==> src/hdl/dotl_pkg.sv <==
`timescale 1ns / 1ps
// ----------------------------------------------------------------------------
// dotl_pkg
// Shared types, register indexes and reset values for the dual overcurrent
// trip latch.
// ----------------------------------------------------------------------------
package dotl_pkg;

    // field widths
    localparam int unsigned CUR_W    = 12;
    localparam int unsigned RUN_W    = 16;
    localparam int unsigned HOLD_W   = 11;
    localparam int unsigned TALLY_W  = 32;

    // configuration port widths
    localparam int unsigned CFG_IDX_W  = 3;
    localparam int unsigned CFG_DATA_W = 16;

    // configuration register indexes
    localparam logic [CFG_IDX_W-1:0] CFG_THRESHOLD_A = 3'd0;
    localparam logic [CFG_IDX_W-1:0] CFG_THRESHOLD_B = 3'd1;
    localparam logic [CFG_IDX_W-1:0] CFG_TRIP_WINDOW = 3'd2;
    localparam logic [CFG_IDX_W-1:0] CFG_CLEAR_HOLD  = 3'd3;
    localparam logic [CFG_IDX_W-1:0] CFG_HOLD_CAP    = 3'd4;

    // register reset values
    localparam logic [CUR_W-1:0]  RST_THRESHOLD_A = 12'd1200;
    localparam logic [CUR_W-1:0]  RST_THRESHOLD_B = 12'd1200;
    localparam logic [RUN_W-1:0]  RST_TRIP_WINDOW = 16'd50;
    localparam logic [HOLD_W-1:0] RST_CLEAR_HOLD  = 11'd1000;
    localparam logic [HOLD_W-1:0] RST_HOLD_CAP    = 11'd1200;

    // one input item: two current samples and the clear button level
    typedef struct packed {
        logic [CUR_W-1:0] current_a;
        logic [CUR_W-1:0] current_b;
        logic             button_down;
    } t_in_item;

    // one result item
    typedef struct packed {
        logic               fault_active;
        logic               tripped_now;
        logic               cleared_now;
        logic [TALLY_W-1:0] fault_total;
    } t_out_item;

    // current register settings
    typedef struct packed {
        logic [CUR_W-1:0]  threshold_a;
        logic [CUR_W-1:0]  threshold_b;
        logic [RUN_W-1:0]  trip_window;
        logic [HOLD_W-1:0] clear_hold;
        logic [HOLD_W-1:0] hold_cap;
    } t_cfg;

endpackage

==> src/hdl/dual_overcurrent_trip_latch.sv <==
`timescale 1ns / 1ps
// ----------------------------------------------------------------------------
// dual_overcurrent_trip_latch
// Two-channel overcurrent trip latch with persistence window and
// hold-to-clear button; one result item per input item.
//
//   channel   direction  handshake                  payload
//   in        input      i_in_valid / o_in_ready    i_in_data  (t_in_item)
//   out       output     o_out_valid / i_out_ready  o_out_data (t_out_item)
//   cfg       input      i_cfg_valid / o_cfg_ready  i_cfg_index, i_cfg_data
//
// An item waits in the input register and then moves to the result register,
// so its result is registered; one item per cycle is taken while the output
// side keeps up. Reset is synchronous and restores the register defaults and
// clears all counters. A stalled output holds its result, and the input
// register still accepts one more item behind it.
// ----------------------------------------------------------------------------
module dual_overcurrent_trip_latch (
    input  logic                           i_clk,
    input  logic                           i_rst_n,
    input  logic                           i_in_valid,
    output logic                           o_in_ready,
    input  dotl_pkg::t_in_item             i_in_data,
    output logic                           o_out_valid,
    input  logic                           i_out_ready,
    output dotl_pkg::t_out_item            o_out_data,
    input  logic                           i_cfg_valid,
    output logic                           o_cfg_ready,
    input  logic [dotl_pkg::CFG_IDX_W-1:0]  i_cfg_index,
    input  logic [dotl_pkg::CFG_DATA_W-1:0] i_cfg_data
);
    import dotl_pkg::*;

    logic      r_in_valid;
    t_in_item  r_in;
    logic      r_out_valid;
    t_out_item r_out;
    logic      advance;
    t_cfg      cfg;
    t_out_item result;

    // item moves from input register to result register
    assign advance    = r_in_valid && (!r_out_valid || i_out_ready);
    assign o_in_ready = !r_in_valid || advance;

    // input register
    always_ff @(posedge i_clk) begin
        if (!i_rst_n) begin
            r_in_valid <= 1'b0;
        end else if (o_in_ready) begin
            r_in_valid <= i_in_valid;
        end
    end

    always_ff @(posedge i_clk) begin
        if (o_in_ready && i_in_valid) begin
            r_in <= i_in_data;
        end
    end

    // configuration registers
    assign o_cfg_ready = 1'b1;

    dotl_cfg u_cfg (
        .i_clk       (i_clk),
        .i_rst_n     (i_rst_n),
        .i_cfg_valid (i_cfg_valid),
        .i_cfg_index (i_cfg_index),
        .i_cfg_data  (i_cfg_data),
        .o_cfg       (cfg)
    );

    // trip and clear state
    dotl_core u_core (
        .i_clk    (i_clk),
        .i_rst_n  (i_rst_n),
        .i_step   (advance),
        .i_item   (r_in),
        .i_cfg    (cfg),
        .o_result (result)
    );

    // result register
    always_ff @(posedge i_clk) begin
        if (!i_rst_n) begin
            r_out_valid <= 1'b0;
        end else if (!r_out_valid || i_out_ready) begin
            r_out_valid <= r_in_valid;
        end
    end

    always_ff @(posedge i_clk) begin
        if (advance) begin
            r_out <= result;
        end
    end

    assign o_out_valid = r_out_valid;
    assign o_out_data  = r_out;

endmodule

==> src/hdl/dotl_cfg.sv <==
`timescale 1ns / 1ps
// ----------------------------------------------------------------------------
// dotl_cfg
// Configuration register file; writes to unknown indexes are dropped.
// ----------------------------------------------------------------------------
module dotl_cfg (
    input  logic                           i_clk,
    input  logic                           i_rst_n,
    input  logic                           i_cfg_valid,
    input  logic [dotl_pkg::CFG_IDX_W-1:0]  i_cfg_index,
    input  logic [dotl_pkg::CFG_DATA_W-1:0] i_cfg_data,
    output dotl_pkg::t_cfg                 o_cfg
);
    import dotl_pkg::*;

    t_cfg r_cfg;

    // register writes, always ready
    always_ff @(posedge i_clk) begin
        if (!i_rst_n) begin
            r_cfg.threshold_a <= RST_THRESHOLD_A;
            r_cfg.threshold_b <= RST_THRESHOLD_B;
            r_cfg.trip_window <= RST_TRIP_WINDOW;
            r_cfg.clear_hold  <= RST_CLEAR_HOLD;
            r_cfg.hold_cap    <= RST_HOLD_CAP;
        end else if (i_cfg_valid) begin
            unique case (i_cfg_index)
                CFG_THRESHOLD_A: r_cfg.threshold_a <= i_cfg_data[CUR_W-1:0];
                CFG_THRESHOLD_B: r_cfg.threshold_b <= i_cfg_data[CUR_W-1:0];
                CFG_TRIP_WINDOW: r_cfg.trip_window <= i_cfg_data[RUN_W-1:0];
                CFG_CLEAR_HOLD:  r_cfg.clear_hold  <= i_cfg_data[HOLD_W-1:0];
                CFG_HOLD_CAP:    r_cfg.hold_cap    <= i_cfg_data[HOLD_W-1:0];
                default: begin
                end
            endcase
        end
    end

    assign o_cfg = r_cfg;

endmodule

==> src/hdl/dotl_core.sv <==
`timescale 1ns / 1ps
// ----------------------------------------------------------------------------
// dotl_core
// Trip and clear state with its one-tick update; the result of the step
// is formed combinationally from the current state and the item.
// ----------------------------------------------------------------------------
module dotl_core (
    input  logic                i_clk,
    input  logic                i_rst_n,
    input  logic                i_step,
    input  dotl_pkg::t_in_item  i_item,
    input  dotl_pkg::t_cfg      i_cfg,
    output dotl_pkg::t_out_item o_result
);
    import dotl_pkg::*;

    logic [RUN_W-1:0]   r_run_a, n_run_a;
    logic [RUN_W-1:0]   r_run_b, n_run_b;
    logic               r_faulted, n_faulted;
    logic [HOLD_W-1:0]  r_hold, n_hold;
    logic [TALLY_W-1:0] r_tally, n_tally;
    logic               tripped;
    logic               cleared;
    logic [RUN_W-1:0]   run_a_upd;
    logic [RUN_W-1:0]   run_b_upd;
    logic [HOLD_W-1:0]  hold_upd;

    // run counters, saturating, zeroed at or below threshold
    always_comb begin
        run_a_upd = '0;
        run_b_upd = '0;
        if (i_item.current_a > i_cfg.threshold_a) begin
            run_a_upd = (&r_run_a) ? r_run_a : r_run_a + 1'b1;
        end
        if (i_item.current_b > i_cfg.threshold_b) begin
            run_b_upd = (&r_run_b) ? r_run_b : r_run_b + 1'b1;
        end
    end

    // trip, hold and clear decision
    always_comb begin
        n_run_a   = run_a_upd;
        n_run_b   = run_b_upd;
        n_faulted = r_faulted;
        n_hold    = r_hold;
        n_tally   = r_tally;
        tripped   = 1'b0;
        cleared   = 1'b0;
        hold_upd  = (r_hold < i_cfg.hold_cap) ? r_hold + 1'b1 : r_hold;
        priority if (!r_faulted) begin
            if (run_a_upd >= i_cfg.trip_window || run_b_upd >= i_cfg.trip_window) begin
                n_faulted = 1'b1;
                tripped   = 1'b1;
                n_tally   = (&r_tally) ? r_tally : r_tally + 1'b1;
            end
        end else if (i_item.button_down) begin
            n_hold = hold_upd;
            if (hold_upd >= i_cfg.clear_hold) begin
                n_faulted = 1'b0;
                n_run_a   = '0;
                n_run_b   = '0;
                n_hold    = '0;
                cleared   = 1'b1;
            end
        end else begin
            n_hold = '0;
        end
    end

    // state registers, updated once per item
    always_ff @(posedge i_clk) begin
        if (!i_rst_n) begin
            r_run_a   <= '0;
            r_run_b   <= '0;
            r_faulted <= 1'b0;
            r_hold    <= '0;
            r_tally   <= '0;
        end else if (i_step) begin
            r_run_a   <= n_run_a;
            r_run_b   <= n_run_b;
            r_faulted <= n_faulted;
            r_hold    <= n_hold;
            r_tally   <= n_tally;
        end
    end

    assign o_result.fault_active = n_faulted;
    assign o_result.tripped_now  = tripped;
    assign o_result.cleared_now  = cleared;
    assign o_result.fault_total  = n_tally;

endmodule

==> config.mk <==
export PLATFORM = sky130hd
export DESIGN_NAME = dual_overcurrent_trip_latch
export DESIGN_NICKNAME = d
export VERILOG_FILES = /design/src/hdl/dotl_pkg.sv /design/src/hdl/dual_overcurrent_trip_latch.sv /design/src/hdl/dotl_cfg.sv /design/src/hdl/dotl_core.sv
export SDC_FILE = /design/constraint.sdc
export NUM_CORES = 1
export LEC_CHECK = 0
export ABC_AREA = 1
export BUFFER_PORTS_ARGS = -buffer_cell sky130_fd_sc_hd__buf_2
export CORE_MARGIN = 1
export CORE_UTILIZATION = 42
export CTS_BUF_LIST = sky130_fd_sc_hd__clkbuf_8
export CTS_CLUSTER_DIAMETER = 80
export DETAILED_ROUTE_END_ITERATION = 10
export HOLD_SLACK_MARGIN = 0.02
export PLACE_DENSITY = 0.57
export SLEW_MARGIN = 20
export SYNTH_ARGS = -nofsm -noshare
export SYNTH_HDL_FRONTEND = slang
export SYNTH_SLANG_ARGS = --single-unit
==> constraint.sdc <==
create_clock -name i_clk -period 4.3 [get_ports i_clk]
set_input_delay 0.215 -clock i_clk [delete_from_list [all_inputs] [get_ports i_clk]]
set_output_delay 0.215 -clock i_clk [all_outputs]
set_load 0.005 [all_outputs]
; Word level (Yosys, flattened, before mapping)
; Index checks and enable logic that the tools add are counted.
[word_totals]
register_bits = 200
output_inout_bits = 38
wordCells = 72
[op_classes]
add_sub_neg = 4
order_cmp = 6
n_eq_ne = 4
n_mux = 21
reduce_logical = 18
[op_table]
columns = op, n
row1 = 16-bit 2-to-1 mux, 10
row2 = 32-bit 2-to-1 mux, 3
row3 = 11-bit 2-to-1 mux, 3
row4 = "16-bit by 1-bit adder with 16-bit output, second input constant", 2
row5 = "32-bit by 1-bit adder with 32-bit output, second input constant", 1
row6 = 16-bit >= comparator, 2
row7 = 16-bit AND reduction, 2
row8 = 32-bit AND reduction, 1
row9 = 12-bit greater-than comparator, 2
row10 = 2-bit AND reduction, 7
row11 = "11-bit by 1-bit adder with 11-bit output, second input constant", 1
row12 = 11-bit >= comparator, 1
row13 = 11-bit less-than comparator, 1
row14 = "3-bit by 2-bit equality test with 1-bit output, second input constant", 2
row15 = 1-bit 2-to-1 mux, 5
row16 = "3-bit by 1-bit equality test with 1-bit output, second input constant", 1
row17 = "3-bit equality test, second input constant", 1
row18 = 3-bit zero test, 1
row19 = 1-bit logical OR, 3
row20 = 1-bit logical AND, 2
row21 = 1-bit zero test, 2

; Longest topological paths before layout
; Gate-level depths: netlist of run 1.
[depth]
depth_word = 7
ltp_mapped = 29
ltp_nobuf = 27

; Cells and area by module
; From an unflattened synthesis of run 1, not the netlist that was laid out.
[hier_totals]
cells_unflattened = 1787
hier_area_um2 = 12485.7
[by_module_without_submodules]
columns = mod, instances, cells_per_inst, area_per_inst_um2, seq_area_each_um2
row1 = dotl_core, 1, 1364, 8097.8, 1521.5
row2 = dotl_cfg, 1, 348, 2479.9, 1241.2
row3 = dual_overcurrent_trip_latch, 1, 75, 1908.1, 1841.8

; Least setup slack after synthesis of run 1
; OpenSTA, ideal clock, no wires.
[synth_path]
path_type = reg2reg
startpoint = register r_in[10] (netlist name)
endpoint = register r_out (netlist bit o_out_data[15]), data pin
setup_ps = 251
arrival_time_ps = 2896
t_required_ps = 4049
slack_ps = 1153
path_stages_with_launch = 21
path_buffers = 3
synth_period_minus_slack_ps = 3147
cell_sequence = edfxtp_1 -> ha_1 -> a21oi_1 -> nor2_1 -> nor3_1 -> nand2_1 -> o21ai_0 -> buf_2 -> nor2_1 -> ha_1 -> nand2_1 -> inv_1 -> nand3_1 -> nor3_1 -> nand2_2 -> nand3_2 -> buf_4 -> buf_4 -> nand4_1 -> nand2_1 -> inv_1
[synth_lines]
columns = item, line_no
row1 = "start, declared", dual_overcurrent_trip_latch.sv:35  ; t_in_item r_in;
row2 = "start signal, assigned", dual_overcurrent_trip_latch.sv:57  ; r_in <= i_in_data;
row3 = "end signal, assigned", dual_overcurrent_trip_latch.sv:94  ; r_out <= result;
row4 = "end, declared", dual_overcurrent_trip_latch.sv:37  ; t_out_item r_out;

==> results of run 1 <==
how the worst min path moves through the flow:
| stage | startpoint | end | slack [ns] | depth (start not counted) |
|---|---|---|---|---|
| 2_1_floorplan | i_in_data[0] | r_in[0] | 0.31 | 0 |
| 3_3_place_gp | i_in_data[6] | r_in[6] | 0.39 | 1 |
| 3_5_place_dp | i_in_data[6] | r_in[6] | 0.39 | 1 |
| 4_1_cts | i_cfg_data[4] | u_cfg.o_cfg[26] | 0.02 | 3 |
| 5_1_grt | i_cfg_data[4] | u_cfg.o_cfg[26] | 0.03 | 3 |
| 6_report | i_cfg_data[4] | u_cfg.o_cfg[42] | 0.04 | 3 |
flip-flops by register name, summed over array words and instances (netlist names):
name              flops
u_core.r_hold        11
u_core.r_tally       32
u_core.r_run_a       16
r_in_valid            1
o_out_data           35
u_core.r_faulted      1
u_core.r_run_b       16
o_out_valid           1
r_in                 25
u_cfg.o_cfg          62
cell usage in the layout (no fill, tap or decap), types with 3 or more instances in the layout:
cell type	n
nand4_1	38
edfxtp_1	60
nand2_2	7
nand3_2	6
clkbuf_8	17
nor3_2	9
ha_1	81
nand2_1	451
inv_2	13
inv_6	3
o21ai_0	65
dfxtp_1	140
dlygate4sd3_1	33
nor2_1	138
nand2_4	6
a21oi_1	149
nor3_1	22
buf_2	85
inv_12	5
inv_1	258
xnor2_1	4
nor2_2	13
xor2_1	18
inv_8	3
o211ai_1	15
nand3_1	111
buf_4	8
critical path: stages, from the launching register on:
cell and delay (ns):
edfxtp_1 0.40, ha_1 0.31, a21oi_1 0.16, nor2_1 0.05, nor3_1 0.13, nand3_1 0.10, nand2_1 0.38, inv_1 0.22
o21ai_0 0.14, inv_1 0.09, ha_1 0.27, nand2_1 0.06, inv_1 0.04, nand2_1 0.09, nand3_1 0.07, nor2_1 0.12
inv_1 0.05, nand2_1 0.08, nand3_2 0.10, buf_12 0.20, nand2_1 0.10, nand2_1 0.05, nand2_1 0.07, nand2_1 0.07
per-layer routing:
metal  routed length, um  part of all wire [%]
met3                1140                   3.8
met2               13700                    46
met4                 303                   1.0
met1               14900                    50
met5                   0                     0
area by class of cell:
cell class | instances | area [um^2]
Sequential cell | 200 | 4600
Fill cell | 2860 | 14400
Inverter | 271 | 1020
Timing Repair Buffer | 128 | 856
Clock inverter | 15 | 214
Clock buffer | 17 | 234
Tap cell | 378 | 473
Multi-Input combinational cell | 1159 | 6060
power groups by stage:
stage	registers (mW)	logic, mW	clock network, mW
2_1_floorplan	2.10	0.257	0
3_3_place_gp	2.12	0.377	0
3_5_place_dp	2.12	0.384	0
4_1_cts	2.08	0.408	1.39
5_1_grt	2.09	0.467	1.46
6_report	2.08	0.406	1.36
cell families after synthesis:
group,after synthesis
AO/OA/AOI/OAI,240
XOR/XNOR,22
adder cells (fa/ha/maj),81
buffers and inverters,325
flip-flops,200
other,1
AND/OR/NAND/NOR,815
==> results_dict.tcl, run 1 <==
set metrics [dict create \
    r2r_cells 23 \
    cts_resized 0 \
    die-area_um2 29100 \
    r2r_end "o_out_data[28]" \
    routed_wl_um 30100 \
    p_leak_nw 6.13 \
    timing.rr.start "r_in[22]" \
    ctsHoldBuffers 33 \
    dp.cells 2103 \
    place_congestion 0.895 \
    hold_viol_final 0 \
    clock_sinks 200 \
    power_frac_comb_pct 10.6 \
    start_kind "flop" \
    synth_common_cells "nand2_1 (452), inv_1 (260), a21oi_1 (149), dfxtp_1 (140), nor2_1 (138)" \
    ant_nets 0 \
    drtIter0Drc 592 \
    endpoint_kind "flop" \
    path_clk_slew_ns 0.14 \
    critPathCapture "o_out_data[28]" \
    r2r_setup_slack_ns 0.62 \
    synthFlopType "dfxtp_1" \
    synth.avg_cell_area_um2 7.08 \
    io_pins 87 \
    synth_top_family_by_area "simple AND/OR/NAND/NOR gates" \
    hold_path.class "in -> reg" \
    finClkSkew_ns 0.0323 \
    syn_inst 1684 \
    cts_buffers 17 \
    vias 10700 \
    synth_edf_count 60 \
    cp.required_ns 4.55 \
    synth_area_leader_cell "dfxtp_1" \
    synth.most_common_cell "nand2_1" \
    finalCritPeriodShare_pct 85.7 \
    use_met1_pct 29.8 \
    yosys.area_share.xor_xnor_pct 1.62 \
    synth.top_cells.by_area "dfxtp_1 (24%), edfxtp_1 (15%), nand2_1 (14%)" \
    peakVddDrop_mv 0.228 \
    slew_violations 0 \
    dpl.hpwl_um 21400 \
    max_freq_mhz 271 \
    nets 1907 \
    antenna_found_initial 0 \
    initial_core_util_pct 42.8 \
    outcome "completed" \
    synth_warnings 0 \
    die_h_um 170 \
    arrival_ns 3.93 \
    synth_top_area_share_pct 23.5 \
    dieWidth_um 170 \
    synthAdderAreaFrac_pct 8.50 \
    grt_max_degree 82 \
    slew_headroom_pct 30.8 \
    synth_nets 1814 \
    drc 0 \
    final_cell_count_no_fill 2168 \
    met2_usage_pct 36.1 \
    area_growth_pct 12.9 \
    coreArea_um2 27900 \
    gr-usage-met3_pct 2.74 \
    holdWs_ns 0.0418 \
    numPortBuffers 85 \
    totalPowerFinal_mw 3.84 \
    swShare_pct 30.8 \
    grt_usage_pct 21.7 \
    insertion_delay_ns 0.50 \
    pre_cts_ws_ns 0.658 \
    ys_seq_elements 200 \
    ys_async_sr_fraction_pct 0 \
    clockPowerShare_pct 35.4 \
    netlist_area_um2 11900 \
    drive_gt1_share_pct 10.6 \
    dpl_cell_area_um2 12700 \
    cp_max_fo 57 \
    cts_tree "yes" \
    first_pass_iters 5 \
    cts_buffer_depth 2 \
    grt_pass1_wl_um 50000 \
    wl_per_cell_um 13.9 \
    cts_max_level 4 \
    grt_pass1_vias 10100 \
    synthMuxAreaShare_pct 0 \
    seq_power_share_pct 54.1 \
    design_area_um2 13500 \
    diodes 0 \
    finalCriticalPeriod_ns 3.68 \
    cap_violations 0 \
    synthSimpleGateAreaFrac_pct 30.1 \
    rows 61 \
    crit_start "r_in[22]" \
    power_density_nw_per_um2 285 \
    final.setup.tns_ns 0 \
    p_int_mw 2.66 \
    ys_types 44 \
    p_sw_mw 1.18 \
    synth-compound-area-share_pct 10.6 \
    setup_ws_ns 0.616 \
    seq_area_frac_synth_pct 38.6 \
    cts_root_buf "clkbuf_8" \
    vias_per_cell 4.92 \
    critPathKind "reg -> reg" \
    setup_viol 0 \
    rsz0062_at_grt "false" \
    worstMarginPinSlew_ns 1.04 \
    fin_util_pct 48.3 \
    top_usage_layer "met2" \
    grt-ovfl-total 0 \
    cts_setup_buffers 0 \
]
Power figures use the tool's default switching activity.
==> inputs of run 2 (changes only) <==
- CELL_PAD_IN_SITES_DETAIL_PLACEMENT: unset -> 1
- CELL_PAD_IN_SITES_GLOBAL_PLACEMENT: unset -> 2
- CORE_UTILIZATION: 42 -> 36
- PLACE_DENSITY: 0.57 -> 0.81
==> results_dict.tcl, run 2 (same netlist as run 1, synthesis figures left out) <==
set metrics [dict create \
    initial_core_util_pct 36.6 \
    hp-start "i_cfg_data[6]" \
    hold_viol_final 0 \
    p_int_mw 2.71 \
    clock_sinks 200 \
    cp.buffers_inverters 2 \
    dpl.hpwl_um 25900 \
    die_h_um 184 \
    critPathKind "reg -> reg" \
    final_cell_count_no_fill 2242 \
    cts_setup_buffers 0 \
    grt_usage_pct 21.7 \
    area_growth_pct 13.9 \
    ant_nets 0 \
    crit_path_frequent_cell "nand2_1" \
    slowest_delay_ns 0.43 \
    finClkSkew_ns 0.0159 \
    cts_max_level 4 \
    diodes 0 \
    cts_buffers 17 \
    max_freq_mhz 263 \
    clockPowerShare_pct 34.0 \
    routed_wl_um 34600 \
    slew_headroom_pct 32.0 \
    power_density_nw_per_um2 279 \
    cp_max_fo 22 \
    final.setup.tns_ns 0 \
    antenna_found_initial 0 \
    endpoint_kind "flop" \
    finalCritPeriodShare_pct 88.3 \
    finalCriticalPeriod_ns 3.80 \
    die-area_um2 33800 \
    drive_gt1_share_pct 10.8 \
    power_frac_comb_pct 11.2 \
    dp.cells 2174 \
    cp_cell_sequence "ha_1 -> nand2_1 -> nor3_2 -> nand2_1 -> nor2_1 -> nand2_1 -> nand2_1 -> nor2_1 -> nor2_1 -> ha_1 -> nand2_1 -> nor2_1 -> nand2_1 -> nand3_1 -> nor2_1 -> nand3_2 -> buf_12 -> nand2_1 -> nand2_1 -> nand2_1 -> nand3_1 -> nand2_1 -> inv_1" \
    peakVddDrop_mv 0.215 \
    largest_reg_flops 62 \
    holdWs_ns 0.0591 \
    numPortBuffers 85 \
    rows 66 \
    p_sw_mw 1.08 \
    setup_viol 0 \
    slew_violations 0 \
    cts_buffer_depth 2 \
    vias 10900 \
    cts_tree "yes" \
    start_kind "flop" \
    grt_max_degree 74 \
    place_congestion 0.809 \
    grt_pass1_vias 11200 \
    vias_per_cell 4.86 \
    worstMarginPinSlew_ns 1.02 \
    worst_path_dominant_cell_family "simple AND/OR/NAND/NOR gates" \
    final_cell_mix "nand2_1 (450), inv_1 (259), a21oi_1 (149)" \
    drc 0 \
    io_pins 87 \
    drtIter0Drc 459 \
    swShare_pct 28.5 \
    insertion_delay_ns 0.50 \
    outcome "completed" \
    grt_pass1_wl_um 57800 \
    cp.required_ns 4.71 \
    cap_violations 0 \
    p_leak_nw 6.17 \
    seq_power_share_pct 54.8 \
    cts_root_buf "clkbuf_8" \
    hold_path.class "in -> reg" \
    rsz0062_at_grt "false" \
    first_pass_iters 4 \
    crit_path_top_delay_cell "dfxtp_1" \
    path_clk_slew_ns 0.11 \
    mostFrequentLayoutCell "nand2_1" \
    dieWidth_um 184 \
    arrival_ns 4.20 \
    nets 1917 \
    wl_per_cell_um 15.5 \
    crit_start "u_core.r_run_b[0]" \
    coreArea_um2 32500 \
    grt-ovfl-total 0 \
    timing.rr.start "u_core.r_run_b[0]" \
]
run 2: layout make-up:
class	count	area, um^2
Tap cell	442	553
Inverter	271	1020
Sequential cell	200	4600
Fill cell	4218	19000
Clock buffer	17	234
Clock inverter	15	168
Multi-Input combinational cell	1159	6060
Timing Repair Buffer	138	938
run 2: power by group through the flow:
stage	combinational [mW]	clock [mW]	sequential (mW)
6_report	0.424	1.29	2.08
5_1_grt	0.486	1.40	2.09
4_1_cts	0.430	1.34	2.08
3_5_place_dp	0.403	0	2.12
3_3_place_gp	0.388	0	2.12
2_1_floorplan	0.257	0	2.10
run 2: tightest hold or removal path, stage by stage:
cell,delay [ns]
buf_2,0.16
a21oi_1,0.08
o21ai_0,0.06
run 2: per-stage QoR:
| step | instance area [um^2] | setup slack, ns | power (mW) | utilization, % |
|---|---|---|---|---|
| floorplan | 11900 | 1.15 | 2.36 | - |
| global placement | 12800 | 0.556 | 2.51 | 39.4 |
| detailed placement | 12800 | 0.407 | 2.52 | 39.4 |
| CTS | 13600 | 0.379 | 3.85 | 41.7 |
| global route | 13600 | 0.0935 | 3.97 | 41.7 |
| finish | 13600 | 0.504 | 3.79 | 41.7 |
run 2: timing repair:
item                                    4_1_cts  5_1_grt
hold endpoints to repair                     37        0
hold buffers                                 36        0
endpoints found under the setup margin        0        6
resized for setup                             0        1
run 2: routing by layer:
metal / routed length (um) / part of all wire, % / vias to the layer above / track usage, %
met5: 0 / 0 / - / 0
met1: 17000 / 49 / 5131 / 28.7
met3: 838 / 2.4 / 20 / 2.95
met4: 426 / 1.2 / 0 / 5.63
met2: 16400 / 47 / 130 / 36.9
li1: - / - / 5616 / -
run 2: final timing paths:
| kind | end | slack [ns] | cells past startpoint |
|---|---|---|---|
| worst max-delay path | u_core.r_tally[31] | 0.50 | 23 |
| worst min-delay path | u_cfg.o_cfg[17] | 0.06 | 3 |
| worst max register to register | u_core.r_tally[31] | 0.50 | 23 |
| worst min register to register | u_cfg.o_cfg[41] | 0.47 | 2 |
==> inputs of run 3 (changes only) <==
- GPL_TIMING_DRIVEN: unset -> 0
- HOLD_SLACK_MARGIN: 0.02 -> unset
==> results_dict.tcl, run 3 (same netlist as run 1, synthesis figures left out) <==
set metrics [dict create \
    insertion_delay_ns 0.53 \
    coreArea_um2 32500 \
    endpoint_kind "flop" \
    cp_cell_sequence "ha_1 -> a21oi_1 -> nor2_1 -> nor3_1 -> nand2_1 -> o21ai_2 -> buf_2 -> nor2_1 -> ha_1 -> nand2_1 -> inv_1 -> nand3_1 -> nor3_2 -> nand2_2 -> nand3_2 -> buf_4 -> buf_4 -> nand4_1 -> nand2_1 -> inv_1" \
    ant_nets 0 \
    arrival_ns 4.24 \
    cap_violations 0 \
    critPathKind "reg -> reg" \
    numPortBuffers 85 \
    slowest_delay_ns 0.38 \
    p_int_mw 2.70 \
    dp.cells 2212 \
    swShare_pct 29.7 \
    grt-ovfl-total 0 \
    routed_wl_um 37100 \
    finalCriticalPeriod_ns 3.96 \
    pre_cts_ws_ns -0.228 \
    largest_reg_flops 62 \
    vias_per_cell 4.90 \
    power_frac_comb_pct 11.8 \
    cts_setup_buffers 0 \
    diodes 0 \
    peakVddDrop_mv 0.241 \
    cp.required_ns 4.58 \
    final_cell_count_no_fill 2278 \
    hold-path-cell-count 3 \
    crit_path_top_delay_cell "edfxtp_1" \
    design_area_um2 13700 \
    cts_buffers 17 \
    final.setup.tns_ns 0 \
    die-area_um2 33800 \
    clockPowerShare_pct 34.2 \
    drtIter0Drc 474 \
    first_pass_iters 5 \
    fillers 4232 \
    rsz0062_at_grt "false" \
    crit_path_frequent_cell "nand2_1" \
    rows 66 \
    grt_pass1_wl_um 60100 \
    start_kind "flop" \
    finalCritPeriodShare_pct 92.1 \
    fin_util_pct 42.1 \
    clock_sinks 200 \
    grt_pass1_vias 11400 \
    cts_buffer_depth 2 \
    grt_max_degree 27 \
    outcome "completed" \
    drive_gt1_share_pct 10.7 \
    setup_viol 0 \
    hold-path-endpoint "u_cfg.o_cfg[36]" \
    crit_start "r_in[10]" \
    cts_root_buf "clkbuf_8" \
    p_leak_nw 6.22 \
    setup_ws_ns 0.341 \
    final_cell_mix "nand2_1 (452), inv_1 (260), a21oi_1 (149)" \
    hold_path.class "in -> reg" \
    area_growth_pct 14.9 \
    finClkSkew_ns 0.0257 \
    slew_headroom_pct 32.5 \
    cp_max_fo 10 \
    place_congestion 0.840 \
    hp-start "i_cfg_data[14]" \
    p_sw_mw 1.14 \
    vias 11200 \
    initial_core_util_pct 36.6 \
    io_pins 87 \
    dpl.hpwl_um 28900 \
    antenna_found_initial 0 \
    mostFrequentLayoutCell "nand2_1" \
    cts_tree "yes" \
    wl_per_cell_um 16.3 \
    timing.rr.start "r_in[10]" \
    multi_input_area_um2 6070 \
    seq_power_share_pct 54.0 \
    cts_max_level 4 \
    power_density_nw_per_um2 280 \
    drc 0 \
    worstMarginPinSlew_ns 1.01 \
    nets 1953 \
    r2r_cells 20 \
    max_freq_mhz 253 \
    die_h_um 184 \
    r2r_setup_slack_ns 0.34 \
    final-seq-area_um2 4600 \
    hold_viol_final 0 \
    dpl_cell_area_um2 12900 \
    r2r_end "o_out_data[15]" \
    path_clk_slew_ns 0.11 \
    grt_usage_pct 22.8 \
    dieWidth_um 184 \
    slew_violations 0 \
]
## run 3: cell types whose count changed in the layout (fill, tap and decap cells not counted), sizes merged
cell         change
bufinv           -1
clkinv           -2
inv              +1
buf              +3
dlygate4sd3      -2
clkbuf          +37
## run 3: how the worst max path moves through the flow
stage                                     to  slack (ns)
after floorplan               o_out_data[15]        1.15
after global placement        o_out_data[15]       -0.22
after detailed placement      o_out_data[15]       -0.23
after CTS                     o_out_data[15]        0.16
after global routing      u_core.r_tally[16]        0.03
final                         o_out_data[15]        0.34
## run 3: per-stage QoR
step | total power, mW | hold slack (ns)
global placement | 2.52 | 0.391
floorplan | 2.36 | 0.314
detailed placement | 2.55 | 0.394
finish | 3.84 | 0.0397
CTS | 3.88 | 0.000506
global route | 4.01 | 0.0185
## run 3: area by class of cell
class	count	share of cell area, %
inverter	271	7.43
clock buffer	19	1.91
clock inverter	13	1.11
timing repair buffer	120	5.79
buffer	54	1.77
multi-input combinational	1159	44.3
sequential	200	33.6
tap	442	4.04
## run 3: timing repair
item	CTS	global route
endpoints found under the hold margin	39	0
pin swaps	0	0
hold buffers	34	0
gates resized for setup	2	2
setup endpoints to repair	67	32
## run 3: power by group through the flow
stage | Sequential [mW] | Clock [mW] | Combinational (mW)
5_1_grt | 2.08 | 1.41 | 0.513
3_3_place_gp | 2.11 | 0 | 0.410
6_report | 2.07 | 1.31 | 0.454
2_1_floorplan | 2.10 | 0 | 0.257
4_1_cts | 2.07 | 1.35 | 0.457
3_5_place_dp | 2.12 | 0 | 0.430
## run 3: routing by layer
layer  share of wire (%)  vias up  GRT usage [%]
li1                    -     5690              -
met1                  49     5304           30.9
met2                  46      144           37.7
met4                 1.8        0           6.87
met5                   0        -              0
met3                 2.9       32           3.01
## run 3: worst max-delay path, delay by kind of cell, from the launching register on
kind / cells / cell delay [ns]
buf+inv: 5 / 0.85
compound gates: 2 / 0.47
fa+ha+maj: 2 / 0.62
flops: 1 / 0.38
simple gates: 11 / 1.38
